File: src/rtl/core/psm_pkg.sv
// Shared types and constants for the packet sequence monitor.
// Used by the top level and by its port checker; depends on nothing else.
`timescale 1ns / 1ps

package psm_pkg;

  localparam logic [31:0] HDR_MAGIC     = 32'h5150_5246;
  localparam logic [11:0] HDR_MIN_BYTES = 12'd16;

  localparam int unsigned LEN_W   = 12;
  localparam int unsigned WORD_W  = 32;
  localparam int unsigned BYTES_W = 48;

  // Input beat: 76 bits of fields, padded to 80.
  localparam int unsigned S_TDATA_W = 80;
  // Result beat: five counters, 176 bits.
  localparam int unsigned M_TDATA_W = 176;

  typedef struct packed {
    logic [WORD_W-1:0] sequence_number;
    logic [WORD_W-1:0] magic_word;
    logic [LEN_W-1:0]  packet_length;
  } hdr_t;

  typedef struct packed {
    logic [WORD_W-1:0]  reorder_total;
    logic [WORD_W-1:0]  duplicate_total;
    logic [WORD_W-1:0]  lost_total;
    logic [BYTES_W-1:0] byte_total;
    logic [WORD_W-1:0]  packet_total;
  } totals_t;

endpackage

File: src/rtl/core/packet_sequence_monitor.sv
// Receive-side sequence checker: counts packets, bytes, lost, duplicate and reordered beats.
// Depends on psm_pkg.
`timescale 1ns / 1ps

//  Channel  | Direction | tdata (low bit first)                          | tuser
//  s_axis   | in        | packet_length, magic_word, sequence_number, pad | -
//  m_axis   | out       | packet_total, byte_total, lost_total,           | accepted
//           |           | duplicate_total, reorder_total                  |
//
// One beat is accepted per cycle while m_axis is not stalled; each beat passes through
// the input register and then the counter/result register before its result appears.
// The counters themselves form the result register and change only when a result moves.
// A stalled m_axis holds its beat; s_axis keeps taking one more beat into the input register.
// rst clears all counters, the highest sequence number and both valid flags.

module packet_sequence_monitor
  import psm_pkg::*;
(
  input  logic                 clk,
  input  logic                 rst,
  input  logic                 s_axis_tvalid,
  output logic                 s_axis_tready,
  // packet_length[11:0], magic_word[43:12], sequence_number[75:44], zeros[79:76]
  input  logic [S_TDATA_W-1:0] s_axis_tdata,
  output logic                 m_axis_tvalid,
  input  logic                 m_axis_tready,
  // packet_total[31:0], byte_total[79:32], lost_total[111:80],
  // duplicate_total[143:112], reorder_total[175:144]
  output logic [M_TDATA_W-1:0] m_axis_tdata,
  // accepted[0]
  output logic [0:0]           m_axis_tuser
);

  hdr_t    hdr;
  logic    hdr_valid;
  logic    advance;

  logic    seen_any, seen_any_next;
  logic [WORD_W-1:0] highest_sequence, highest_sequence_next;
  totals_t totals, totals_next;
  logic    accepted, accepted_next;

  logic                ok;
  logic [WORD_W-1:0]   gap;
  logic [WORD_W:0]     lost_sum;
  logic [BYTES_W:0]    byte_sum;

  assign advance       = hdr_valid && (!m_axis_tvalid || m_axis_tready);
  assign s_axis_tready = !hdr_valid || advance;

  always_comb begin
    ok = (hdr.packet_length >= HDR_MIN_BYTES) && (hdr.magic_word == HDR_MAGIC);
    // seq - highest - 1, meaningful only when seq is ahead.
    gap      = hdr.sequence_number + ~highest_sequence;
    lost_sum = {1'b0, totals.lost_total} + {1'b0, gap};
    byte_sum = {1'b0, totals.byte_total} + {{(BYTES_W + 1 - LEN_W){1'b0}}, hdr.packet_length};

    seen_any_next         = seen_any;
    highest_sequence_next = highest_sequence;
    totals_next           = totals;
    accepted_next         = ok;

    if (ok) begin
      if (totals.packet_total != '1) begin
        totals_next.packet_total = totals.packet_total + 1'b1;
      end
      totals_next.byte_total = byte_sum[BYTES_W] ? '1 : byte_sum[BYTES_W-1:0];
      if (!seen_any) begin
        seen_any_next         = 1'b1;
        highest_sequence_next = hdr.sequence_number;
      end else if (hdr.sequence_number > highest_sequence) begin
        totals_next.lost_total = lost_sum[WORD_W] ? '1 : lost_sum[WORD_W-1:0];
        highest_sequence_next  = hdr.sequence_number;
      end else if (hdr.sequence_number == highest_sequence) begin
        if (totals.duplicate_total != '1) begin
          totals_next.duplicate_total = totals.duplicate_total + 1'b1;
        end
      end else begin
        if (totals.reorder_total != '1) begin
          totals_next.reorder_total = totals.reorder_total + 1'b1;
        end
      end
    end
  end

  always_ff @(posedge clk) begin
    if (rst) begin
      hdr_valid <= 1'b0;
    end else if (s_axis_tvalid && s_axis_tready) begin
      hdr_valid <= 1'b1;
    end else if (advance) begin
      hdr_valid <= 1'b0;
    end
    if (s_axis_tvalid && s_axis_tready) begin
      hdr <= s_axis_tdata[$bits(hdr_t)-1:0];
    end
  end

  always_ff @(posedge clk) begin
    if (rst) begin
      m_axis_tvalid    <= 1'b0;
      seen_any         <= 1'b0;
      highest_sequence <= '0;
      totals           <= '0;
      accepted         <= 1'b0;
    end else if (advance) begin
      m_axis_tvalid    <= 1'b1;
      seen_any         <= seen_any_next;
      highest_sequence <= highest_sequence_next;
      totals           <= totals_next;
      accepted         <= accepted_next;
    end else if (m_axis_tready) begin
      m_axis_tvalid    <= 1'b0;
    end
  end

  assign m_axis_tdata = totals;
  assign m_axis_tuser = accepted;

endmodule

File: config.mk
export PLATFORM = sky130hd
export DESIGN_NAME = packet_sequence_monitor
export DESIGN_NICKNAME = d
export VERILOG_FILES = /design/src/rtl/core/psm_pkg.sv /design/src/rtl/core/packet_sequence_monitor.sv
export SDC_FILE = /design/constraint.sdc
export NUM_CORES = 1
export LEC_CHECK = 0
export BUFFER_PORTS_ARGS = -buffer_cell sky130_fd_sc_hd__buf_4
export CAP_MARGIN = 10
export CORE_MARGIN = 10
export CORE_UTILIZATION = 44
export CTS_CLUSTER_DIAMETER = 40
export DETAILED_ROUTE_END_ITERATION = 8
export PLACE_DENSITY = 0.69
export SYNTH_ARGS = -nofsm -noshare
export SYNTH_HDL_FRONTEND = slang
export SYNTH_SLANG_ARGS = --single-unit
File: constraint.sdc
create_clock -name clk -period 4.45 [get_ports clk]
set_input_delay 0.89 -clock clk [delete_from_list [all_inputs] [get_ports clk]]
set_output_delay 0.89 -clock clk [all_outputs]
set_load 0.01 [all_outputs]
==> flow_summary.yaml, run 1 <==
pwr:
  p_leak_nw: 8.644
  power.share.combinational: 0.081
  p_switching_mw: 1.719
  p_seq_frac: 0.378
  powerDensity_nw_per_um2: 350.4
  power.share.clock: 0.542
  power_mw: 7.307
  max-vdd-ir-drop_v: 0.0003176
  p_sw_frac: 0.2352
  p_int_mw: 5.588
routing:
  dr.pass1.iters: 5
  drtAntennaViolNets: 0
  num_vias: 13559
  avgRoutedWirePerCell_um: 17.68
  wl_mm: 44.67
  viasPerCell: 5.366
  drc_errors: 0
  first_iter_violations: 660
sta:
  hold_viol_final: 0
  finalSetupViolations: 28
  whs_ns: 0.4591
  rsz0062_at_grt: "true"
  finalCriticalPeriod_ns: 4.517
  layout_setup_ws_ns: -0.06735
  max-slew-margin-rel: 0.2985
  skew_ns: 0.02265
  fin_crit_sh: 1.015
  fmax_mhz: 221.4
  maxSlewViolCount: 0
  worstMarginPinSlew_ns: 1.052
placement:
  port_buffers: 258
  dpl.hpwl_mm: 32.20
  post-place-ws_ns: -0.4530
  dp_cells: 2414
  gp_congestion: 0.8698
floorplanning:
  fp.dieW_um: 205.4
  start_util: 0.4487
  ios: 263
  core_um2: 33700
  die_h_um: 205.4
  die_area_um2: 42180
  rows: 67
critical_path:
  crit_type: "flip-flop to flip-flop"
  crit_path_end_kind: "flip-flop"
  arrival_ns: 4.97
  worstPathRequired_ns: 4.90
  r2r_cells: 22
  cp-start-kind: "flip-flop"
  cp_max_fo: 7
clock_network:
  cts_buffer_depth: 3
  cts.sinks: 288
  path_clk_slew_ns: 0.06
  cts-buffers-inserted: 49
  cts_root_buf: "clkbuf_16"
  h-tree-depth: 2
  cts_tree: "done"
  clkLatencyLatePin_ns: 0.58
yosys:
  yosys-top-cells-area: "dfxtp_1 (28%), edfxtp_1 (15%), ha_1 (6.9%), a21oi_1 (4.8%), nor2_1 (4.5%)"
  synthTopCellsByCount: "dfxtp_1 (212), nor2_1 (181), a21oi_1 (144)"
  ys_warn_count: 0
  yosysTopAreaCell: "dfxtp_1"
  netlist_area_um2: 15120
  synth_edf_count: 76
  synth-async-reset-ratio: 0
  synth_cells: 1641
  synth_area_per_cell_um2: 9.214
  synth.most_common_cell: "dfxtp_1"
  seq_area_frac_synth: 0.4316
  synth-seq-cells: 288
  synth_nets: 1811
  yosysTopAreaCellShare: 0.2807
  ys_types: 74
  ys.flop_type: "dfxtp_1"
grt:
  globalRouteOverflowTotal: 0
  track_usage: 0.2017
  grt_max_degree: 93
  grt_pass1_vias: 13392
  grt_pass1_wl_mm: 69.30
  antenna_found_initial: 1
cells_and_area:
  fin_util: 0.6187
  final_cells: 2527
  fin_nets: 2207
  n_fill_cell: 2842
  register_area_um2: 6528
  multi_input_area_um2: 8636
  syn_to_final_growth_pct: 37.90
  drive_gt1_frac: 0.2902
min_path:
  worstHoldPathType: "flip-flop to flip-flop"
  whs_path_depth: 2
run:
  maxCapViolations: 0
run_status:
  failed_checks: "negative setup slack"
  outcome: "finished with violations"
[layout make-up]
class                      count  area share
multi-input combinational   1223      0.4142
clock buffer                  59     0.06565
antenna                        1   0.0001200
clock inverter                33     0.01812
tap                          448     0.02688
sequential                   288      0.3131
timing repair buffer         398      0.1482
inverter                      77     0.01386
[worst paths after layout]
path	start	endpoint	slack, ns
max reg2reg	hdr[46]	m_axis_tdata[101]	-0.07
min	m_axis_tuser	m_axis_tuser	0.46
max	hdr[46]	m_axis_tdata[101]	-0.07
min reg2reg	m_axis_tuser	m_axis_tuser	0.46
[per-stage QoR]
| stage | area [µm²] | setup TNS, ns |
|---|---|---|
| after floorplan | 15200 | 0 |
| after global placement | 18410 | -9.158 |
| after detailed placement | 18410 | -12.37 |
| after CTS | 20480 | -0.01301 |
| after global routing | 20850 | -6.237 |
| final | 20850 | -1.083 |
[layer usage]
metal | track usage | vias to the layer above | wire length [µm]
li1 | - | 6714 | -
met1 | 0.2344 | 6463 | 18380
met2 | 0.3415 | 297 | 21900
met3 | 0.06086 | 85 | 3034
met4 | 0.08007 | 0 | 1349
met5 | 0 | - | 0
[cell usage in the layout (no fill, tap or decap), types with 39 or more instances in the layout]
master and instances:
nand4_1 42, o21ai_0 56, xnor2_1 70, nand3_1 57, buf_4 388, a21oi_1 114
xor2_1 77, ha_1 71, edfxtp_1 76, nand2_1 103, nor2_1 177, dfxtp_1 211
inv_1 75, mux2i_1 39, clkbuf_16 54
[state kept, by name, summed over array words and instances (netlist names)]
signal and flops:
m_axis_tdata 176, hdr 76, highest_sequence 32, hdr_valid 1, m_axis_tuser 1, m_axis_tvalid 1
seen_any 1
[power groups by stage]
stage / Sequential (mW) / Combinational [mW] / Clock (mW)
final: 2.76 / 0.589 / 3.96
after global routing: 2.76 / 0.641 / 4.15
after CTS: 2.76 / 0.554 / 4.04
after detailed placement: 2.81 / 0.528 / 0
after global placement: 2.81 / 0.518 / 0
after floorplan: 2.81 / 0.305 / 0
[cell families (layout without fill, tap and decap cells)]
group           after synthesis  in the layout  synth area share
other cells                   0              1                 0
flops                       288            288            0.4316
compound gates              375            375            0.1549
simple gates                572            572            0.1932
fa+ha+maj                    86             86           0.07265
xor+xnor                    151            151           0.08746
buf+inv                     130            567           0.03434
mux                          39             39           0.02582
[critical path, cell delays in order, from the launching register on]
cell	delay, ns
edfxtp_1	0.42
ha_4	0.24
buf_4	0.15
nor2b_2	0.15
o21ai_2	0.15
a21oi_2	0.08
o31a_1	0.34
o21ai_2	0.19
o22ai_2	0.13
o21ai_2	0.20
buf_4	0.14
xnor2_2	0.12
ha_1	0.27
and2_4	0.18
a21o_1	0.19
a41oi_2	0.19
o21ai_2	0.10
a2111oi_4	0.36
nor2_2	0.09
nor4b_4	0.27
buf_4	0.21
clkbuf_16	0.16
a21oi_1	0.06
[what timing repair did]
item                                    4_1_cts  5_1_grt
buffers inserted                              8       11
resized for setup                            42       65
endpoints found under the setup margin       32       32
hold buffers                                  0        0
cloned                                        2        1
pin swaps                                    40       46
hold endpoints to repair                      0        0
Note: power is estimated with default switching activity, not from simulation.
==> inputs of run 2 (changes only) <==
CELL_PAD_IN_SITES_DETAIL_PLACEMENT = 1   (was unset)
CELL_PAD_IN_SITES_GLOBAL_PLACEMENT = 2   (was unset)
CORE_UTILIZATION = 35   (was 44)
PLACE_DENSITY = 0.82   (was 0.69)
clock period = 4.8 ns   (was 4.45 ns; I/O delays follow)
==> run 2 against run 1 <==
Against the previous run:
- die area up 23%
- sequential cell count did not move
- the flow now finishes without violations
- clock power up 5%
==> flow_summary.yaml, run 2 (synthesis results as in run 1) <==
run_status:
  outcome: "complete, no violations"
cells_and_area:
  final_common_cell: "buf_4"
  final_cells: 2653
  largest_reg_flops: 176
  drive_gt1_frac: 0.2688
  fin_util: 0.4845
  final_cell_mix: "buf_4 (362), dfxtp_1 (212), nor2_1 (178)"
  fin_nets: 2185
  stdcell_area_um2: 20780
  n_fill_cell: 4907
  syn_to_final_growth_pct: 37.41
grt:
  grt_pass1_wl_mm: 79.18
  globalRouteOverflowTotal: 0
  grt_max_degree: 120
  grt_pass1_vias: 14386
  track_usage: 0.1858
  antenna_found_initial: 4
floorplanning:
  ios: 263
  fp.dieW_um: 227.9
  start_util: 0.3526
  rows: 76
  die_h_um: 227.9
  core_um2: 42890
  die_area_um2: 51920
pwr:
  power.share.combinational: 0.073
  p_sw_frac: 0.2501
  power_mw: 7.218
  p_switching_mw: 1.805
  powerDensity_nw_per_um2: 347.4
  max-vdd-ir-drop_v: 0.0002724
  p_int_mw: 5.413
  p_leak_nw: 8.553
  power.share.clock: 0.573
  p_seq_frac: 0.355
routing:
  num_vias: 13629
  avgRoutedWirePerCell_um: 18.91
  viasPerCell: 5.137
  drtAntennaViolNets: 0
  dr.pass1.iters: 4
  drc_errors: 0
  first_iter_violations: 653
  wl_mm: 50.18
sta:
  finalCriticalPeriod_ns: 4.742
  finalSetupViolations: 0
  max-slew-margin-rel: 0.2474
  fmax_mhz: 210.9
  maxSlewViolCount: 0
  skew_ns: 0.02023
  worstMarginPinSlew_ns: 1.129
  hold_viol_final: 0
  fin_crit_sh: 0.9879
  rsz0062_at_grt: "true"
clock_network:
  cts.sinks: 288
  cts_buffer_depth: 3
  cts-buffers-inserted: 58
  path_clk_slew_ns: 0.05
  clkLatencyLatePin_ns: 0.61
  cts_tree: "done"
  h-tree-depth: 2
  cts_root_buf: "clkbuf_16"
placement:
  port_buffers: 258
  dp_cells: 2521
  dpl.hpwl_mm: 36.80
  place_area_um2: 18270
  gp_congestion: 0.8452
run:
  maxCapViolations: 0
critical_path:
  r2r-start: "hdr[44]"
  arrival_ns: 5.17
  crit_type: "flip-flop to flip-flop"
  worstPathRequired_ns: 5.23
  cp-start-kind: "flip-flop"
  r2r_slack_ns: 0.06
  r2r_end: "m_axis_tdata[80]"
  setup.worst_path.start: "hdr[44]"
  cp_max_fo: 7
  r2r_cells: 23
  cp-endpoint: "m_axis_tdata[80]"
  crit_path_end_kind: "flip-flop"
min_path:
  worstHoldPathType: "flip-flop to flip-flop"
[run 2: timing repair]
action | 4_1_cts | 5_1_grt
hold buffers | 0 | 0
setup endpoints to repair | 32 | 32
gates resized for setup | 34 | 41
pin swaps | 16 | 36
gates cloned | 1 | 0
setup buffers | 7 | 12
[run 2: routing by layer]
layer	part of all wire	vias to the layer above	global-route usage	wire [µm]
li1	-	6669	-	-
met1	0.42	6665	0.2144	20940
met2	0.50	215	0.3234	25070
met3	0.060	78	0.05870	2995
met4	0.023	2	0.05499	1157
met5	0.00026	-	0	13
[run 2: worst max-delay path, cell delays in order (launching register included)]
cell       delay [ns]
edfxtp_1         0.38
ha_2             0.20
inv_2            0.04
fa_2             0.40
nor2b_2          0.14
o21ai_2          0.08
a21oi_2          0.18
o31a_1           0.22
o21ai_2          0.09
o22ai_2          0.23
o21ai_2          0.09
o31a_1           0.34
xnor2_2          0.16
ha_1             0.31
a21o_1           0.20
a21oi_2          0.16
o21ai_1          0.10
a2111oi_2        0.35
buf_4            0.18
nor2_4           0.04
nor4b_4          0.25
buf_4            0.18
buf_8            0.14
a211oi_2         0.07
[run 2: cell type report]
class,instances,area [µm²],area share
antenna,3,7.507,0.0003613
sequential,288,6526,0.3141
clock buffer,65,1539,0.07407
multi-input combinational,1223,8393,0.4040
inverter,77,289.0,0.01391
timing repair buffer,367,2790,0.1343
tap,585,732.0,0.03523
clock inverter,45,500.5,0.02409
[run 2: worst min-delay path by stage]
stage,from,to,cells after the start
after CTS,m_axis_tuser,m_axis_tuser,2
after global routing,m_axis_tuser,m_axis_tuser,2
after global placement,m_axis_tuser,m_axis_tuser,2
final,m_axis_tuser,m_axis_tuser,2
after floorplan,highest_sequence[10],highest_sequence[10],2
after detailed placement,m_axis_tuser,m_axis_tuser,2
[run 2: power by group through the flow]
stage | clock network [mW] | registers, mW | logic, mW
floorplan | 0 | 2.60 | 0.278
global placement | 0 | 2.60 | 0.466
detailed placement | 0 | 2.61 | 0.478
CTS | 4.24 | 2.56 | 0.499
global route | 4.36 | 2.56 | 0.576
finish | 4.14 | 2.56 | 0.524
[run 2: stage by stage]
step,setup slack [ns],hold slack [ns],TNS (ns)
finish,0.05818,0.4635,0
floorplan,0.08382,0.4604,0
global placement,-0.3008,0.4471,-7.747
detailed placement,-0.4116,0.4569,-10.95
global route,-0.2378,0.4839,-5.695
CTS,0.01643,0.4669,0
